**src/design/mawin_pkg.sv**
```systemverilog
// shared constants and types for the median attention window block
package mawin_pkg;

    localparam int PROB_W   = 16;
    localparam int CDF_W    = 17;
    localparam int CNT_W    = 11;
    localparam int CFG_W    = 11;
    localparam int START_W  = 10;
    localparam int SPAN_W   = CFG_W + 1;
    localparam int CFG_IDX_W = 1;

    localparam logic [CNT_W-1:0] MAX_STEPS = CNT_W'(1024);
    localparam logic [CDF_W-1:0] HALF_Q16  = CDF_W'(32768);
    localparam logic [CDF_W-1:0] CDF_MAX   = {CDF_W{1'b1}};

    localparam logic [CFG_W-1:0] LEFT_WIDTH_RST  = CFG_W'(8);
    localparam logic [CFG_W-1:0] RIGHT_WIDTH_RST = CFG_W'(16);

    typedef logic [CFG_IDX_W-1:0] t_cfg_idx;
    localparam t_cfg_idx REG_LEFT_WIDTH  = t_cfg_idx'(0);
    localparam t_cfg_idx REG_RIGHT_WIDTH = t_cfg_idx'(1);

    // per-utterance totals handed from the accumulator to the window stage
    typedef struct packed {
        logic [CNT_W-1:0] len;
        logic [CNT_W-1:0] below;
    } t_utt_sum;

    typedef struct packed {
        logic [START_W-1:0] start;
        logic [CNT_W-1:0]   width;
        logic [CNT_W-1:0]   median;
    } t_window;

endpackage

```
**src/design/mawin_accum.sv**
```systemverilog
// running sum, length and below-half counters for one utterance
module mawin_accum (
    input  logic                          i_clk,
    input  logic                          i_rst_n,
    input  logic                          i_accept,
    input  logic [mawin_pkg::PROB_W-1:0]  i_prob,
    input  logic                          i_last,
    output mawin_pkg::t_utt_sum           o_sum
);

    logic [mawin_pkg::CDF_W-1:0] r_cdf;
    logic [mawin_pkg::CNT_W-1:0] r_len;
    logic [mawin_pkg::CNT_W-1:0] r_below;
    logic [mawin_pkg::CDF_W-1:0] n_cdf;
    logic [mawin_pkg::CNT_W-1:0] n_len;
    logic [mawin_pkg::CNT_W-1:0] n_below;
    logic [mawin_pkg::CDF_W:0]   sum_wide;

    always_comb begin
        sum_wide = {1'b0, r_cdf} + {{(mawin_pkg::CDF_W + 1 - mawin_pkg::PROB_W){1'b0}}, i_prob};
        // saturate on carry out
        n_cdf = sum_wide[mawin_pkg::CDF_W] ? mawin_pkg::CDF_MAX
                                            : sum_wide[mawin_pkg::CDF_W-1:0];
        n_len   = r_len;
        n_below = r_below;
        if (r_len < mawin_pkg::MAX_STEPS) begin
            n_len = r_len + {{(mawin_pkg::CNT_W-1){1'b0}}, 1'b1};
            if (n_cdf < mawin_pkg::HALF_Q16) begin
                n_below = r_below + {{(mawin_pkg::CNT_W-1){1'b0}}, 1'b1};
            end
        end
    end

    assign o_sum.len   = n_len;
    assign o_sum.below = n_below;

    always_ff @(posedge i_clk) begin
        if (!i_rst_n) begin
            r_cdf   <= '0;
            r_len   <= '0;
            r_below <= '0;
        end else if (i_accept) begin
            if (i_last) begin
                r_cdf   <= '0;
                r_len   <= '0;
                r_below <= '0;
            end else begin
                r_cdf   <= n_cdf;
                r_len   <= n_len;
                r_below <= n_below;
            end
        end
    end

    a_clear_after_last: assert property (@(posedge i_clk) disable iff (!i_rst_n)
        (i_accept && i_last) |=> (r_len == '0 && r_cdf == '0))
        else $error("utterance state not cleared after last request");

    a_below_le_len: assert property (@(posedge i_clk) disable iff (!i_rst_n)
        r_below <= r_len)
        else $error("below-half count exceeds length");

    a_cdf_monotonic: assert property (@(posedge i_clk) disable iff (!i_rst_n)
        (i_accept && !i_last) |=> r_cdf >= $past(r_cdf))
        else $error("running sum decreased within an utterance");

endmodule

```
**src/design/mawin_window.sv**
```systemverilog
// window start and width from the utterance totals and the reach registers
module mawin_window (
    input  mawin_pkg::t_utt_sum           i_sum,
    input  logic                          i_first_step,
    input  logic [mawin_pkg::CFG_W-1:0]   i_left_width,
    input  logic [mawin_pkg::CFG_W-1:0]   i_right_width,
    output mawin_pkg::t_window            o_window
);

    logic [mawin_pkg::SPAN_W-1:0] span;
    logic                         covers;
    logic [mawin_pkg::CNT_W-1:0]  shifted;
    logic [mawin_pkg::CNT_W-1:0]  limit;
    logic [mawin_pkg::CNT_W-1:0]  start_full;

    always_comb begin
        span   = {1'b0, i_left_width} + {1'b0, i_right_width};
        covers = span >= {1'b0, i_sum.len};
        // median minus left reach, floored at zero
        shifted = (i_sum.below < i_left_width) ? '0 : (i_sum.below - i_left_width);
        // only used when span < len, so it fits the counter width
        limit = i_sum.len - span[mawin_pkg::CNT_W-1:0];
        if (i_first_step || covers) begin
            start_full = '0;
        end else if (shifted > limit) begin
            start_full = limit;
        end else begin
            start_full = shifted;
        end
        o_window.start  = start_full[mawin_pkg::START_W-1:0];
        o_window.width  = covers ? i_sum.len : span[mawin_pkg::CNT_W-1:0];
        o_window.median = i_sum.below;
    end

endmodule

```
**src/design/median_attention_window_top.sv**
```systemverilog
// median attention window: top level with config, stage and output registers
//
//  channel  | handshake                 | payload
//  ---------+---------------------------+---------------------------------------------
//  input    | i_in_valid / o_in_stall   | i_prob, i_first_step, i_last
//  output   | o_out_valid / i_out_stall | o_window_start, o_window_width, o_median_index
//  config   | i_cfg_we                  | i_cfg_index, i_cfg_data
//
//  one request per cycle unless stalled; the running sum updates at the accepting edge
//  a last request's window passes through the stage register, then the output register
//  synchronous active-low reset clears counters, valids and sets reach registers to 8 / 16
//  output stall backs up the stage register and then stalls the input
module median_attention_window_top (
    input  logic                          i_clk,
    input  logic                          i_rst_n,
    input  logic                          i_in_valid,
    output logic                          o_in_stall,
    input  logic [mawin_pkg::PROB_W-1:0]  i_prob,
    input  logic                          i_first_step,
    input  logic                          i_last,
    output logic                          o_out_valid,
    input  logic                          i_out_stall,
    output logic [mawin_pkg::START_W-1:0] o_window_start,
    output logic [mawin_pkg::CNT_W-1:0]   o_window_width,
    output logic [mawin_pkg::CNT_W-1:0]   o_median_index,
    input  logic                          i_cfg_we,
    input  mawin_pkg::t_cfg_idx           i_cfg_index,
    input  logic [mawin_pkg::CFG_W-1:0]   i_cfg_data
);

    logic [mawin_pkg::CFG_W-1:0] r_left_width;
    logic [mawin_pkg::CFG_W-1:0] r_right_width;
    logic                        r_s1_valid;
    mawin_pkg::t_utt_sum         r_s1_sum;
    logic                        r_s1_first;
    logic                        r_out_valid;
    mawin_pkg::t_window          r_out;

    mawin_pkg::t_utt_sum         acc_sum;
    mawin_pkg::t_window          win;
    logic                        in_accept;
    logic                        out_free;
    logic                        s1_free;

    assign out_free   = !r_out_valid || !i_out_stall;
    assign s1_free    = !r_s1_valid || out_free;
    assign o_in_stall = !s1_free;
    assign in_accept  = i_in_valid && s1_free;

    always_ff @(posedge i_clk) begin
        if (!i_rst_n) begin
            r_left_width  <= mawin_pkg::LEFT_WIDTH_RST;
            r_right_width <= mawin_pkg::RIGHT_WIDTH_RST;
        end else if (i_cfg_we) begin
            unique case (i_cfg_index)
                mawin_pkg::REG_LEFT_WIDTH: begin
                    r_left_width <= i_cfg_data;
                end
                mawin_pkg::REG_RIGHT_WIDTH: begin
                    r_right_width <= i_cfg_data;
                end
                default: begin
                end
            endcase
        end
    end

    mawin_accum u_accum (
        .i_clk    (i_clk),
        .i_rst_n  (i_rst_n),
        .i_accept (in_accept),
        .i_prob   (i_prob),
        .i_last   (i_last),
        .o_sum    (acc_sum)
    );

    // stage register holds totals of a last request only
    always_ff @(posedge i_clk) begin
        if (!i_rst_n) begin
            r_s1_valid <= 1'b0;
        end else if (s1_free) begin
            r_s1_valid <= in_accept && i_last;
        end
    end

    always_ff @(posedge i_clk) begin
        if (in_accept && i_last) begin
            r_s1_sum   <= acc_sum;
            r_s1_first <= i_first_step;
        end
    end

    mawin_window u_window (
        .i_sum         (r_s1_sum),
        .i_first_step  (r_s1_first),
        .i_left_width  (r_left_width),
        .i_right_width (r_right_width),
        .o_window      (win)
    );

    always_ff @(posedge i_clk) begin
        if (!i_rst_n) begin
            r_out_valid <= 1'b0;
        end else if (out_free) begin
            r_out_valid <= r_s1_valid;
        end
    end

    always_ff @(posedge i_clk) begin
        if (out_free && r_s1_valid) begin
            r_out <= win;
        end
    end

    assign o_out_valid    = r_out_valid;
    assign o_window_start = r_out.start;
    assign o_window_width = r_out.width;
    assign o_median_index = r_out.median;

    a_width_bound: assert property (@(posedge i_clk) disable iff (!i_rst_n)
        r_out_valid |-> r_out.width <= mawin_pkg::MAX_STEPS)
        else $error("window width beyond maximum length");

    a_median_bound: assert property (@(posedge i_clk) disable iff (!i_rst_n)
        r_out_valid |-> r_out.median <= mawin_pkg::MAX_STEPS)
        else $error("median index beyond maximum length");

    a_stage_hold: assert property (@(posedge i_clk) disable iff (!i_rst_n)
        (r_s1_valid && r_out_valid && i_out_stall) |=> (r_s1_valid && $stable(r_s1_sum)))
        else $error("stage register lost a pending window");

    a_stall_cause: assert property (@(posedge i_clk) disable iff (!i_rst_n)
        o_in_stall |-> (r_s1_valid && r_out_valid))
        else $error("input stalled with room in the pipeline");

endmodule
```
**config.mk**
```make
export PLATFORM = sky130hd
export DESIGN_NAME = median_attention_window_top
export DESIGN_NICKNAME = d
export VERILOG_FILES = /design/src/design/mawin_pkg.sv /design/src/design/mawin_accum.sv /design/src/design/mawin_window.sv /design/src/design/median_attention_window_top.sv
export SDC_FILE = /design/constraint.sdc
export NUM_CORES = 1
export LEC_CHECK = 0
export ABC_AREA = 1
export BUFFER_PORTS_ARGS = -buffer_cell sky130_fd_sc_hd__buf_2
export CORE_UTILIZATION = 50
export DETAILED_ROUTE_END_ITERATION = 16
export HOLD_SLACK_MARGIN = 0.02
export PLACE_DENSITY = 0.73
export SYNTH_ARGS = -nofsm -noshare
export SYNTH_HDL_FRONTEND = slang
export SYNTH_HIERARCHICAL = 1
export SYNTH_SLANG_ARGS = --single-unit
```
**constraint.sdc**
```tcl
create_clock -name i_clk -period 6.6 [get_ports i_clk]
set_input_delay 1.32 -clock i_clk [delete_from_list [all_inputs] [get_ports i_clk]]
set_output_delay 1.32 -clock i_clk [all_outputs]
set_load 0.03 [all_outputs]
```
==> reports/results.md, run 1 <==
### Yosys
• **post-synthesis xor/xnor area fraction** 3.40%
• **FF+latch count, synth** 118
• **mean area per synthesized cell** 7.51 um^2
• **post-synthesis cell type with the largest combined area** sky130_fd_sc_hd__edfxtp_1
• **Most used DFF post-synth** sky130_fd_sc_hd__dfxtp_1
• **asr flop ratio synth** 0%
• **top post-synthesis cells by area** sky130_fd_sc_hd__edfxtp_1, sky130_fd_sc_hd__dfxtp_1, sky130_fd_sc_hd__nand2_1, sky130_fd_sc_hd__ha_1, sky130_fd_sc_hd__inv_1
• **Post-Synthesis Net Count** 1198
• **count of unique library cells instantiated by Yosys** 52
• **fraction of the mapped netlist area in compound gates** 11.1%
• **dominant combinational cell family by area after synthesis** simple AND/OR/NAND/NOR gates
• **number of instances in the synthesized netlist** 1091
• **sequential area share after synthesis** 35.5%
• **multiplexer share of the synthesized area** 0%
• **top-area cell type share of the netlist area** 20.1%
• **simple-gate share of the synthesized area** 28.3%
• **Synth Area in Adders** 11.4%
• **number of warning messages in the yosys log** 6
• **number of flops mapped to enable cells by yosys** 55
• **netlist area before placement** 8200 um^2

### STA
• **Worst Tran Pin Value** 1060 ps
• **worst rel slew slack** 29.4%
• **Min Clock Period, post-route** 4470 ps
• **highest achievable clock rate** 224 MHz
• **Final Hold Slack** 448 ps
• **Setup TNS** 0 ps
• **endpoints failing hold** 0
• **setup ws final** 2130 ps
• **Max Transition Viols Final** 0
• **portion of the clock cycle consumed by the worst path in the final layout** 67.7%
• **final setup vio count** 0
• **worst-case clock skew** 7.95 ps
• **RSZ-0062 raised after global routing** no

### Pwr
• **total power per unit cell area** 262 nW/um^2
• **Leak Pwr** 4.48 nW
• **Max rail drop VDD** 187 uV

### Routing
• **count of antenna-violating nets left after detailed routing** 0
• **total via count in the routed design** 6982
• **initial drt markers** 401
• **drt first pass iters** 5
• **post-detailed-routing wire length** 17900 um
• **drt wl/cell** 13.0 um
• **Via-to-Cell Ratio** 5.07
• **number of DRC violations after detailed routing** 0

### Placed design
• **Placement Setup Slack** 2220 ps
• **placed wire-length estimate after detailed placement** 13500 um
• **instance area after placement** 8630 um^2
• **number of I/O port buffers** 68
• **final estimated routing congestion in global placement** 0.898

### Die
• **die height** 130 um
• **initial core utilization** 51.4%
• **site row count** 46
• **DIE WIDTH** 130 um
• **Die Area** 16900 um^2
• **core region area** 15900 um^2
• **number of top-level design ports** 69

### Clock network
• **H-tree level count** 4
• **buffer levels on the longest clock path** 2
• **count of buffers added by post-CTS timing repair for setup** 0
• **Clock Sinks** 118
• **TritonCTS clock tree** done
• **clock transition at the registers of the reported paths** 60 ps
• **TritonCTS buffer count** 17
• **Root Buffer Master** sky130_fd_sc_hd__clkbuf_16
• **hold-fix buffers at CTS** 0
• **Clock Latency Late Sink** 420 ps
• **number of gates given a new drive strength after cts** 0

### Critical path
• **worst endpoint data arrival time** 4640 ps
• **Worst setup EP type** flip-flop
• **crit path launch type** flip-flop
• **Required @ worst endpoint** 6770 ps
• **critical path peak fanout** 16
• **kind of critical path** flip-flop to flip-flop

### Finish
• **fraction of final layout cells with drive strength greater than 1** 15.4%
• **number of inserted filler cells in the final layout** 1460
• **area added between synthesis and finish** 13.1%
• **final net count** 1254
• **Core Util, Final** 58.1%
• **Final Cell Area** 9270 um^2
• **number of diodes** 0

### Min path
• **worst min path class** flip-flop to flip-flop

### GRT
• **total routing resource utilization after global routing** 22.7%
• **global-route wire length before repair** 29600 um
• **gr ovfl total** 0
• **pin count of the biggest net entering global routing** 40
• **number of global-route vias before repair** 6246
• **initial antenna violation count** 0

### Status
• **outcome** finished, final reports clean

### Flow run
• **Max-cap violations** 0

cell type report:
class | instances | area, um^2 | share of cell area (%)
Multi-Input combinational cell | 775 | 4460 | 48.2
Sequential cell | 118 | 2910 | 31.4
Clock buffer | 17 | 425 | 4.59
Tap cell | 216 | 270 | 2.92
Timing Repair Buffer | 71 | 363 | 3.92
Clock inverter | 15 | 214 | 2.31
Inverter | 164 | 619 | 6.68
metal layers:
| layer | GRT usage (%) | vias up | wire, um |
|---|---|---|---|
| met2 | 37.1 | 160 | 8200 |
| met4 | 8.28 | 0 | 341 |
| met1 | 29.6 | 3141 | 8410 |
| met3 | 4.72 | 27 | 966 |
| met5 | 0 | - | 0 |
| li1 | - | 3654 | - |
where the power goes:
part	switching (mW)	internal, mW
clock	0.361	0.640
sequential	0.0186	0.809
combinational	0.387	0.210
total	0.767	1.66
sequential cells by signal (all words and copies together), names as in the netlist:
| register | cells |
|---|---|
| o_out_valid | 1 |
| u_accum/r_len | 11 |
| r_s1_first | 1 |
| r_right_width | 11 |
| u_accum/r_cdf | 17 |
| o_window_width | 11 |
| u_accum/r_below | 11 |
| r_s1_sum | 22 |
| r_left_width | 11 |
| o_median_index | 11 |
| r_s1_valid | 1 |
| o_window_start | 10 |
cell usage after synthesis (2+ instances only):
cell	number
sky130_fd_sc_hd__inv_1	158
sky130_fd_sc_hd__o21ai_2	15
sky130_fd_sc_hd__nand2_4	5
sky130_fd_sc_hd__a21oi_1	70
sky130_fd_sc_hd__o21ai_1	2
sky130_fd_sc_hd__nand2_1	285
sky130_fd_sc_hd__o21a_1	2
sky130_fd_sc_hd__fa_1	4
sky130_fd_sc_hd__nand3b_1	2
sky130_fd_sc_hd__nand4_1	30
sky130_fd_sc_hd__a21boi_0	2
sky130_fd_sc_hd__nand2_2	18
sky130_fd_sc_hd__and2_1	9
sky130_fd_sc_hd__a31oi_1	2
sky130_fd_sc_hd__nand3_1	57
sky130_fd_sc_hd__buf_1	3
sky130_fd_sc_hd__inv_2	4
sky130_fd_sc_hd__nand3_2	6
sky130_fd_sc_hd__xnor2_1	12
sky130_fd_sc_hd__buf_4	12
sky130_fd_sc_hd__dfxtp_1	63
sky130_fd_sc_hd__clkbuf_1	9
sky130_fd_sc_hd__buf_6	6
sky130_fd_sc_hd__nor2_2	3
sky130_fd_sc_hd__o21bai_1	3
sky130_fd_sc_hd__nor3_1	7
sky130_fd_sc_hd__o21ai_0	34
sky130_fd_sc_hd__buf_2	4
sky130_fd_sc_hd__a211oi_1	2
sky130_fd_sc_hd__nor2_1	90
sky130_fd_sc_hd__a21o_1	2
sky130_fd_sc_hd__xor2_1	18
sky130_fd_sc_hd__or2_2	6
sky130_fd_sc_hd__a21oi_2	7
sky130_fd_sc_hd__edfxtp_1	55
sky130_fd_sc_hd__ha_1	68
cells in the final DEF (no fill, tap or decap), types with 5 or more instances in the layout:
cell type	instances
sky130_fd_sc_hd__inv_6	6
sky130_fd_sc_hd__and2_1	9
sky130_fd_sc_hd__ha_1	68
sky130_fd_sc_hd__nand3_2	6
sky130_fd_sc_hd__a21oi_2	7
sky130_fd_sc_hd__nand2_2	18
sky130_fd_sc_hd__xor2_1	18
sky130_fd_sc_hd__o21ai_2	15
sky130_fd_sc_hd__nand3_1	57
sky130_fd_sc_hd__nand2_4	5
sky130_fd_sc_hd__nor2_1	88
sky130_fd_sc_hd__inv_1	158
sky130_fd_sc_hd__buf_2	68
sky130_fd_sc_hd__o21ai_0	34
sky130_fd_sc_hd__nand4_1	30
sky130_fd_sc_hd__edfxtp_1	55
sky130_fd_sc_hd__clkbuf_16	17
sky130_fd_sc_hd__or2_2	6
sky130_fd_sc_hd__nor3_1	7
sky130_fd_sc_hd__nand2_1	285
sky130_fd_sc_hd__dfxtp_1	63
sky130_fd_sc_hd__a21oi_1	69
sky130_fd_sc_hd__xnor2_1	12
worst max-delay path, stage by stage (launching register included):
cell                       delay [ps]
sky130_fd_sc_hd__dfxtp_1          320
sky130_fd_sc_hd__ha_1             380
sky130_fd_sc_hd__nand2_1          110
sky130_fd_sc_hd__o21bai_1         230
sky130_fd_sc_hd__xor2_1           310
sky130_fd_sc_hd__inv_1             80
sky130_fd_sc_hd__ha_1             350
sky130_fd_sc_hd__a21oi_1          180
sky130_fd_sc_hd__o21ai_1          120
sky130_fd_sc_hd__a21o_1           170
sky130_fd_sc_hd__nand2_1          110
sky130_fd_sc_hd__nand2_4           80
sky130_fd_sc_hd__nand2_2           70
sky130_fd_sc_hd__nand3_1          100
sky130_fd_sc_hd__and2_1           190
sky130_fd_sc_hd__ha_1             310
sky130_fd_sc_hd__a21oi_1          130
sky130_fd_sc_hd__nor2_1            50
sky130_fd_sc_hd__a211oi_1         170
sky130_fd_sc_hd__nand3_1           90
sky130_fd_sc_hd__nand2_1          150
sky130_fd_sc_hd__inv_1            220
sky130_fd_sc_hd__o21ai_0          220
sky130_fd_sc_hd__nor2_1            70
kinds of logic (layout without fill, tap and decap cells):
family	count (synthesis)	count (layout)
flops	118	118
buf+inv	198	267
compound gates	149	149
xor+xnor	31	31
simple gates	523	523
fa+ha+maj	72	72
worst paths after layout:
check	endpoint	startpoint	slack (ps)	depth (start not counted)
setup / recovery	o_window_start[4]	r_left_width[2]	2130	23
hold / removal	o_median_index[0]	r_s1_sum[0]	450	0
hold reg to reg	o_median_index[0]	r_s1_sum[0]	450	0
setup reg to reg	o_window_start[4]	r_left_width[2]	2130	23
metrics by stage:
| step | instances | power (mW) |
|---|---|---|
| final | 1376 | 2.43 |
| after global routing | 1376 | 2.56 |
| after CTS | 1376 | 2.44 |
| after detailed placement | 1344 | 1.43 |
| after global placement | 1344 | 1.42 |
| after floorplan | 1091 | 1.31 |
Power figures use the tool's default switching activity.
==> run 2: changes to the inputs <==
==> constraint.sdc (replaced) <==
create_clock -name i_clk -period 4.2 [get_ports i_clk]
set_input_delay 0.84 -clock i_clk [delete_from_list [all_inputs] [get_ports i_clk]]
set_output_delay 0.84 -clock i_clk [all_outputs]
set_load 0.03 [all_outputs]
==> run 2 against run 1 <==
Compared with the run above:
- total power is 54% higher
- hold slack better by 11 ps
- clock skew is 2.7 ps lower
- sequential share of layout area fell by 0.79 points
- register-to-register slack got worse by 1900 ps
- sequential power is 57% higher
- non-clock buffer count grew 13
- combinational power is 78% higher
- first-iteration DRC count shrank 12%
- critical endpoint is now o_window_start[3]
- critical path type unchanged
- global-route usage grew 0.11 points
- flip-flop and latch count is the same
- clock power grew 36%
==> reports/results.md, run 2 (synthesis results as in run 1) <==
### Finish
• **final net count** 1268
• **number of diodes** 0
• **most common cell after layout, fill and taps aside** sky130_fd_sc_hd__nand2_1
• **largest registers** r_s1_sum (22), u_accum/r_cdf (17)
• **number of inserted filler cells in the final layout** 1443
• **flip-flop count of the largest register after layout** 22
• **area added between synthesis and finish** 16.3%
• **fraction of final layout cells with drive strength greater than 1** 20.1%
• **Layout Cells excl Fill** 1390
• **top library cells by usage in the layout, fill and taps aside** sky130_fd_sc_hd__nand2_1, sky130_fd_sc_hd__inv_1, sky130_fd_sc_hd__nor2_1, sky130_fd_sc_hd__buf_2, sky130_fd_sc_hd__a21oi_1
• **register with the most flip-flops** r_s1_sum

### Critical path
• **Reg2Reg Depth** 22
• **register-to-register path setup slack** 220 ps
• **worst reg2reg startpoint** r_left_width[5]
• **worst endpoint data arrival time** 4150 ps
• **critical path peak fanout** 8
• **crit path launch type** flip-flop
• **Required @ worst endpoint** 4370 ps
• **endpoint of the most critical register-to-register path** o_window_start[3]
• **Worst setup EP type** flip-flop
• **kind of critical path** flip-flop to flip-flop

### Pwr
• **reported net switching power** 1.24 mW
• **switching power as a share of total power** 33.4%
• **Max rail drop VDD** 274 uV
• **Sequential Power Share** 35.0%
• **share of total power in combinational logic** 28.4%
• **total power per unit cell area** 391 nW/um^2
• **Leak Pwr** 4.51 nW
• **share of total power in the clock network** 36.6%
• **internal power** 2.48 mW

### Clock network
• **hold-fix buffers at CTS** 0
• **clock transition at the registers of the reported paths** 60 ps
• **buffer levels on the longest clock path** 2
• **Clock Sinks** 118
• **Root Buffer Master** sky130_fd_sc_hd__clkbuf_16
• **TritonCTS buffer count** 17
• **TritonCTS clock tree** done
• **H-tree level count** 4
• **Clock Latency Late Sink** 420 ps

### STA
• **highest achievable clock rate** 251 MHz
• **final setup vio count** 0
• **Worst Tran Pin Value** 1050 ps
• **Final Hold Slack** 458 ps
• **portion of the clock cycle consumed by the worst path in the final layout** 94.8%
• **endpoints failing hold** 0
• **Min Clock Period, post-route** 3980 ps
• **Max Transition Viols Final** 0
• **worst-case clock skew** 5.30 ps
• **worst rel slew slack** 30.1%

### Flow run
• **Max-cap violations** 0

### Die
• **site row count** 46
• **die height** 130 um
• **DIE WIDTH** 130 um
• **Die Area** 16900 um^2
• **core region area** 15900 um^2
• **number of top-level design ports** 69
• **initial core utilization** 51.4%

### Placed design
• **number of I/O port buffers** 68
• **final estimated routing congestion in global placement** 0.873
• **placed wire-length estimate after detailed placement** 13600 um
• **# placed instances** 1348

### Routing
• **Via-to-Cell Ratio** 5.02
• **number of DRC violations after detailed routing** 0
• **count of antenna-violating nets left after detailed routing** 0
• **total via count in the routed design** 6976
• **drt wl/cell** 13.2 um
• **initial drt markers** 353
• **post-detailed-routing wire length** 18300 um
• **drt first pass iters** 5

### Status
• **outcome** finished, final reports clean

### GRT
• **total routing resource utilization after global routing** 22.8%
• **pin count of the biggest net entering global routing** 40
• **global-route wire length before repair** 29700 um
• **number of global-route vias before repair** 6329
• **gr ovfl total** 0
• **initial antenna violation count** 0

### Min path
• **Hold Path Sink** o_median_index[0]
• **Hold Crit Start** r_s1_sum[0]
• **Hold Path Cell Cnt** 0
• **worst min path class** flip-flop to flip-flop

## run 2: cell types whose count changed in the layout (fill, tap and decap cells not counted), sizes merged
cell      change
buf          +13
bufinv        -3
clkinv        +5
clkinvlp      +4
inv           -5
## run 2: what timing repair did
action,CTS,global route
setup buffers,1,8
endpoints found under the hold margin,0,0
pin swaps,1,23
cloned,1,0
endpoints found under the setup margin,9,10
resized for setup,5,54
## run 2: worst max-delay path by stage
stage | slack [ps] | startpoint | depth (start not counted) | endpoint
2_1_floorplan | 220 | r_left_width[2] | 25 | o_window_start[1]
3_3_place_gp | 140 | r_left_width[0] | 30 | o_window_start[7]
3_5_place_dp | -10 | r_left_width[0] | 31 | o_window_start[0]
4_1_cts | 0.5 | r_left_width[0] | 22 | o_window_start[3]
5_1_grt | -40 | r_right_width[2] | 25 | o_window_start[2]
6_report | 220 | r_left_width[5] | 22 | o_window_start[3]
## run 2: final cells by class
cell class / count / area (um^2) / area share [%]
clock buffers: 17 / 425 / 4.46
clock inverters: 15 / 131 / 1.38
inverters: 164 / 623 / 6.53
multi-input cells: 775 / 4700 / 49.2
flip-flops and latches: 118 / 2920 / 30.6
well taps: 216 / 270 / 2.83
repair buffers: 84 / 460 / 4.83
repair inverters: 1 / 7.51 / 0.0787
## run 2: layer usage
layer	wire [um]	global-route usage (%)
met1	8580	29.2
met3	924	4.63
met2	8180	36.5
met5	0	0
met4	638	11.4
## run 2: worst max-delay path: stages, from the launching register on
cell and delay [ps]:
sky130_fd_sc_hd__dfxtp_1 330, sky130_fd_sc_hd__ha_1 380, sky130_fd_sc_hd__nand2_1 110, sky130_fd_sc_hd__nor2_1 180, sky130_fd_sc_hd__nand3_1 160, sky130_fd_sc_hd__nand4_1 180
sky130_fd_sc_hd__nand2_1 100, sky130_fd_sc_hd__ha_1 380, sky130_fd_sc_hd__nand2_1 100, sky130_fd_sc_hd__nor2_1 120, sky130_fd_sc_hd__nand3b_1 110, sky130_fd_sc_hd__nand4_1 110
sky130_fd_sc_hd__nand2_1 70, sky130_fd_sc_hd__nand2_1 80, sky130_fd_sc_hd__ha_1 250, sky130_fd_sc_hd__nand2_1 90, sky130_fd_sc_hd__nor2_1 50, sky130_fd_sc_hd__a211oi_1 210
sky130_fd_sc_hd__nand3_1 120, sky130_fd_sc_hd__nand2_2 150, sky130_fd_sc_hd__clkinvlp_4 200, sky130_fd_sc_hd__o21ai_1 170, sky130_fd_sc_hd__nor2_1 60
## run 2: power groups by stage
stage	sequential [mW]	clock (mW)	combinational, mW
2_1_floorplan	1.35	0	0.712
3_3_place_gp	1.32	0	0.926
3_5_place_dp	1.33	0	0.942
4_1_cts	1.30	1.39	0.969
5_1_grt	1.31	1.44	1.19
6_report	1.30	1.36	1.06
## run 2: through the flow
step	setup WS, ps	power [mW]	utilization, %	instance area (um^2)	setup TNS [ps]
finish	217	3.73	59.8	9540	0
global route	-44.7	3.94	59.8	9540	-164
CTS	0.471	3.66	58.1	9260	0
detailed placement	-12.0	2.27	54.3	8650	-20.2
global placement	140	2.25	54.3	8650	0
floorplan	219	2.06	-	8200	0
==> run 3: changes to the inputs <==
--- a/config.mk
+++ b/config.mk
@@ -10,7 +10,7 @@
 export CORE_UTILIZATION = 50
 export DETAILED_ROUTE_END_ITERATION = 16
 export HOLD_SLACK_MARGIN = 0.02
-export PLACE_DENSITY = 0.73
+export PLACE_DENSITY = 0.75
 export SYNTH_ARGS = -nofsm -noshare
 export SYNTH_HDL_FRONTEND = slang
 export SYNTH_HIERARCHICAL = 1
==> constraint.sdc (replaced) <==
create_clock -name i_clk -period 3.2 [get_ports i_clk]
set_input_delay 0.64 -clock i_clk [delete_from_list [all_inputs] [get_ports i_clk]]
set_output_delay 0.64 -clock i_clk [all_outputs]
set_load 0.03 [all_outputs]
==> run 3 against run 2 <==
Compared with the run above:
- the flow now finishes with violations (setup timing)
- critical path type unchanged
- critical endpoint is now o_window_start[6]
- worst setup slack got worse by 1000 ps
- largest power group is now combinational logic
- clock skew rose by 1.9 ps
- final cell count rose by 7.9%
- clock power rose by 47%
- total power rose by 54%
- first-iteration DRC count rose by 4.5%
==> reports/results.md, run 3 (synthesis results as in run 1) <==
### STA
• **worst rel slew slack** 58.9%
• **highest achievable clock rate** 251 MHz
• **final setup vio count** 10
• **Final Hold Slack** 389 ps
• **setup ws final** -784 ps
• **portion of the clock cycle consumed by the worst path in the final layout** 125%
• **endpoints failing hold** 0
• **Min Clock Period, post-route** 3980 ps
• **RSZ-0062 raised after global routing** yes
• **Setup TNS** -7620 ps
• **worst-case clock skew** 7.20 ps
• **Worst Tran Pin Value** 616 ps
• **Max Transition Viols Final** 0

### Die
• **initial core utilization** 51.4%
• **Die Area** 16900 um^2
• **site row count** 46
• **DIE WIDTH** 130 um
• **number of top-level design ports** 69
• **die height** 130 um
• **core region area** 15900 um^2

### Routing
• **total via count in the routed design** 7751
• **drt wl/cell** 14.5 um
• **post-detailed-routing wire length** 21800 um
• **drt first pass iters** 5
• **count of antenna-violating nets left after detailed routing** 0
• **Via-to-Cell Ratio** 5.17
• **initial drt markers** 369
• **number of DRC violations after detailed routing** 0

### Critical path
• **critical path's slowest cell** sky130_fd_sc_hd__fa_2
• **crit path launch type** flip-flop
• **kind of critical path** flip-flop to flip-flop
• **Most common cell on crit path** sky130_fd_sc_hd__inv_2
• **kind of cell with the highest combined delay on the critical path** simple AND/OR/NAND/NOR gates
• **worst endpoint data arrival time** 4160 ps
• **Required @ worst endpoint** 3380 ps
• **largest incremental delay on the critical path** 420 ps
• **Worst setup EP type** flip-flop
• **count of buffering cells on the critical path with inverters included** 8
• **critical path peak fanout** 8

### Clock network
• **Root Buffer Master** sky130_fd_sc_hd__clkbuf_16
• **H-tree level count** 4
• **TritonCTS clock tree** done
• **TritonCTS buffer count** 17
• **Clock Latency Late Sink** 420 ps
• **clock transition at the registers of the reported paths** 60 ps
• **buffer levels on the longest clock path** 2
• **Clock Sinks** 118

### GRT
• **global-route wire length before repair** 33800 um
• **number of global-route vias before repair** 7281
• **gr ovfl total** 0
• **total routing resource utilization after global routing** 25.9%
• **initial antenna violation count** 0
• **pin count of the biggest net entering global routing** 39

### Pwr
• **total power per unit cell area** 538 nW/um^2
• **Max rail drop VDD** 432 uV
• **Leak Pwr** 5.14 nW

### Status
• **outcome** finished with violations
• **violations in the final reports** setup timing

### Finish
• **number of diodes** 0
• **top library cells by usage in the layout, fill and taps aside** sky130_fd_sc_hd__nand2_1, sky130_fd_sc_hd__inv_1, sky130_fd_sc_hd__buf_4, sky130_fd_sc_hd__nor2_1, sky130_fd_sc_hd__buf_2
• **area added between synthesis and finish** 30.3%
• **Final Cell Area** 10700 um^2
• **fraction of final layout cells with drive strength greater than 1** 30.4%
• **largest registers** r_s1_sum (22), u_accum/r_cdf (17)
• **flip-flop count of the largest register after layout** 22
• **most common cell after layout, fill and taps aside** sky130_fd_sc_hd__nand2_1
• **final net count** 1378
• **register with the most flip-flops** r_s1_sum

### Placed design
• **number of I/O port buffers** 68
• **placed wire-length estimate after detailed placement** 14900 um
• **final estimated routing congestion in global placement** 0.921
• **instance area after placement** 9490 um^2

### Flow run
• **Max-cap violations** 0

### Min path
• **worst min path class** primary input to flip-flop

run 3: timing repair:
| action | CTS | global route |
|---|---|---|
| gates resized for setup | 48 | 40 |
| pin swaps | 37 | 25 |
| endpoints found under the setup margin | 10 | 13 |
| cloned | 1 | 1 |
| setup buffers | 20 | 3 |
| hold buffers | 0 | 0 |
run 3: cell type report:
type / count / area [um^2]
Fill cell: 1239 / 5260
Multi-Input combinational cell: 776 / 4930
Sequential cell: 118 / 2920
Timing Repair Buffer: 193 / 1310
Inverter: 164 / 627
Clock buffer: 17 / 425
Tap cell: 216 / 270
Clock inverter: 15 / 194
Timing Repair inverter: 1 / 11.3
run 3: worst paths after layout:
kind / startpoint / end / slack, ps / cells past startpoint
max: r_right_width[0] / o_window_start[6] / -780 / 28
min: i_first_step / r_s1_first / 390 / 1
max reg2reg: r_right_width[0] / o_window_start[6] / -780 / 28
min reg2reg: r_s1_sum[5] / o_median_index[5] / 460 / 0
run 3: report_power, final:
part | total [mW] | internal, mW | switching (mW)
Sequential | 1.71 | 1.67 | 0.0397
Combinational | 2.03 | 0.894 | 1.14
Clock | 2.00 | 1.24 | 0.758
run 3: per-layer routing:
metal	global-route usage, %	wire length, um	up-vias
li1	-	-	3900
met1	31.5	9280	3567
met2	44.6	10500	224
met3	4.31	1280	60
met4	12.2	716	0
met5	0	0	-
run 3: per-stage QoR:
step	util [%]	power, mW	instances	worst slack [ps]
2_1_floorplan	-	2.76	1091	-487
6_report	67.0	5.74	1500	-784
4_1_cts	65.7	5.53	1496	-408
3_5_place_dp	59.5	3.28	1444	-612
5_1_grt	67.0	6.00	1500	-993
3_3_place_gp	59.5	3.24	1444	-510
run 3: worst register-to-register path, delay by kind of cell, from the launching register on:
kind | cells | cell delay, ps
AO/OA/AOI/OAI | 2 | 190
adder cells (fa/ha/maj) | 4 | 1140
buffers and inverters | 8 | 620
flip-flops | 1 | 360
AND/OR/NAND/NOR | 14 | 1410
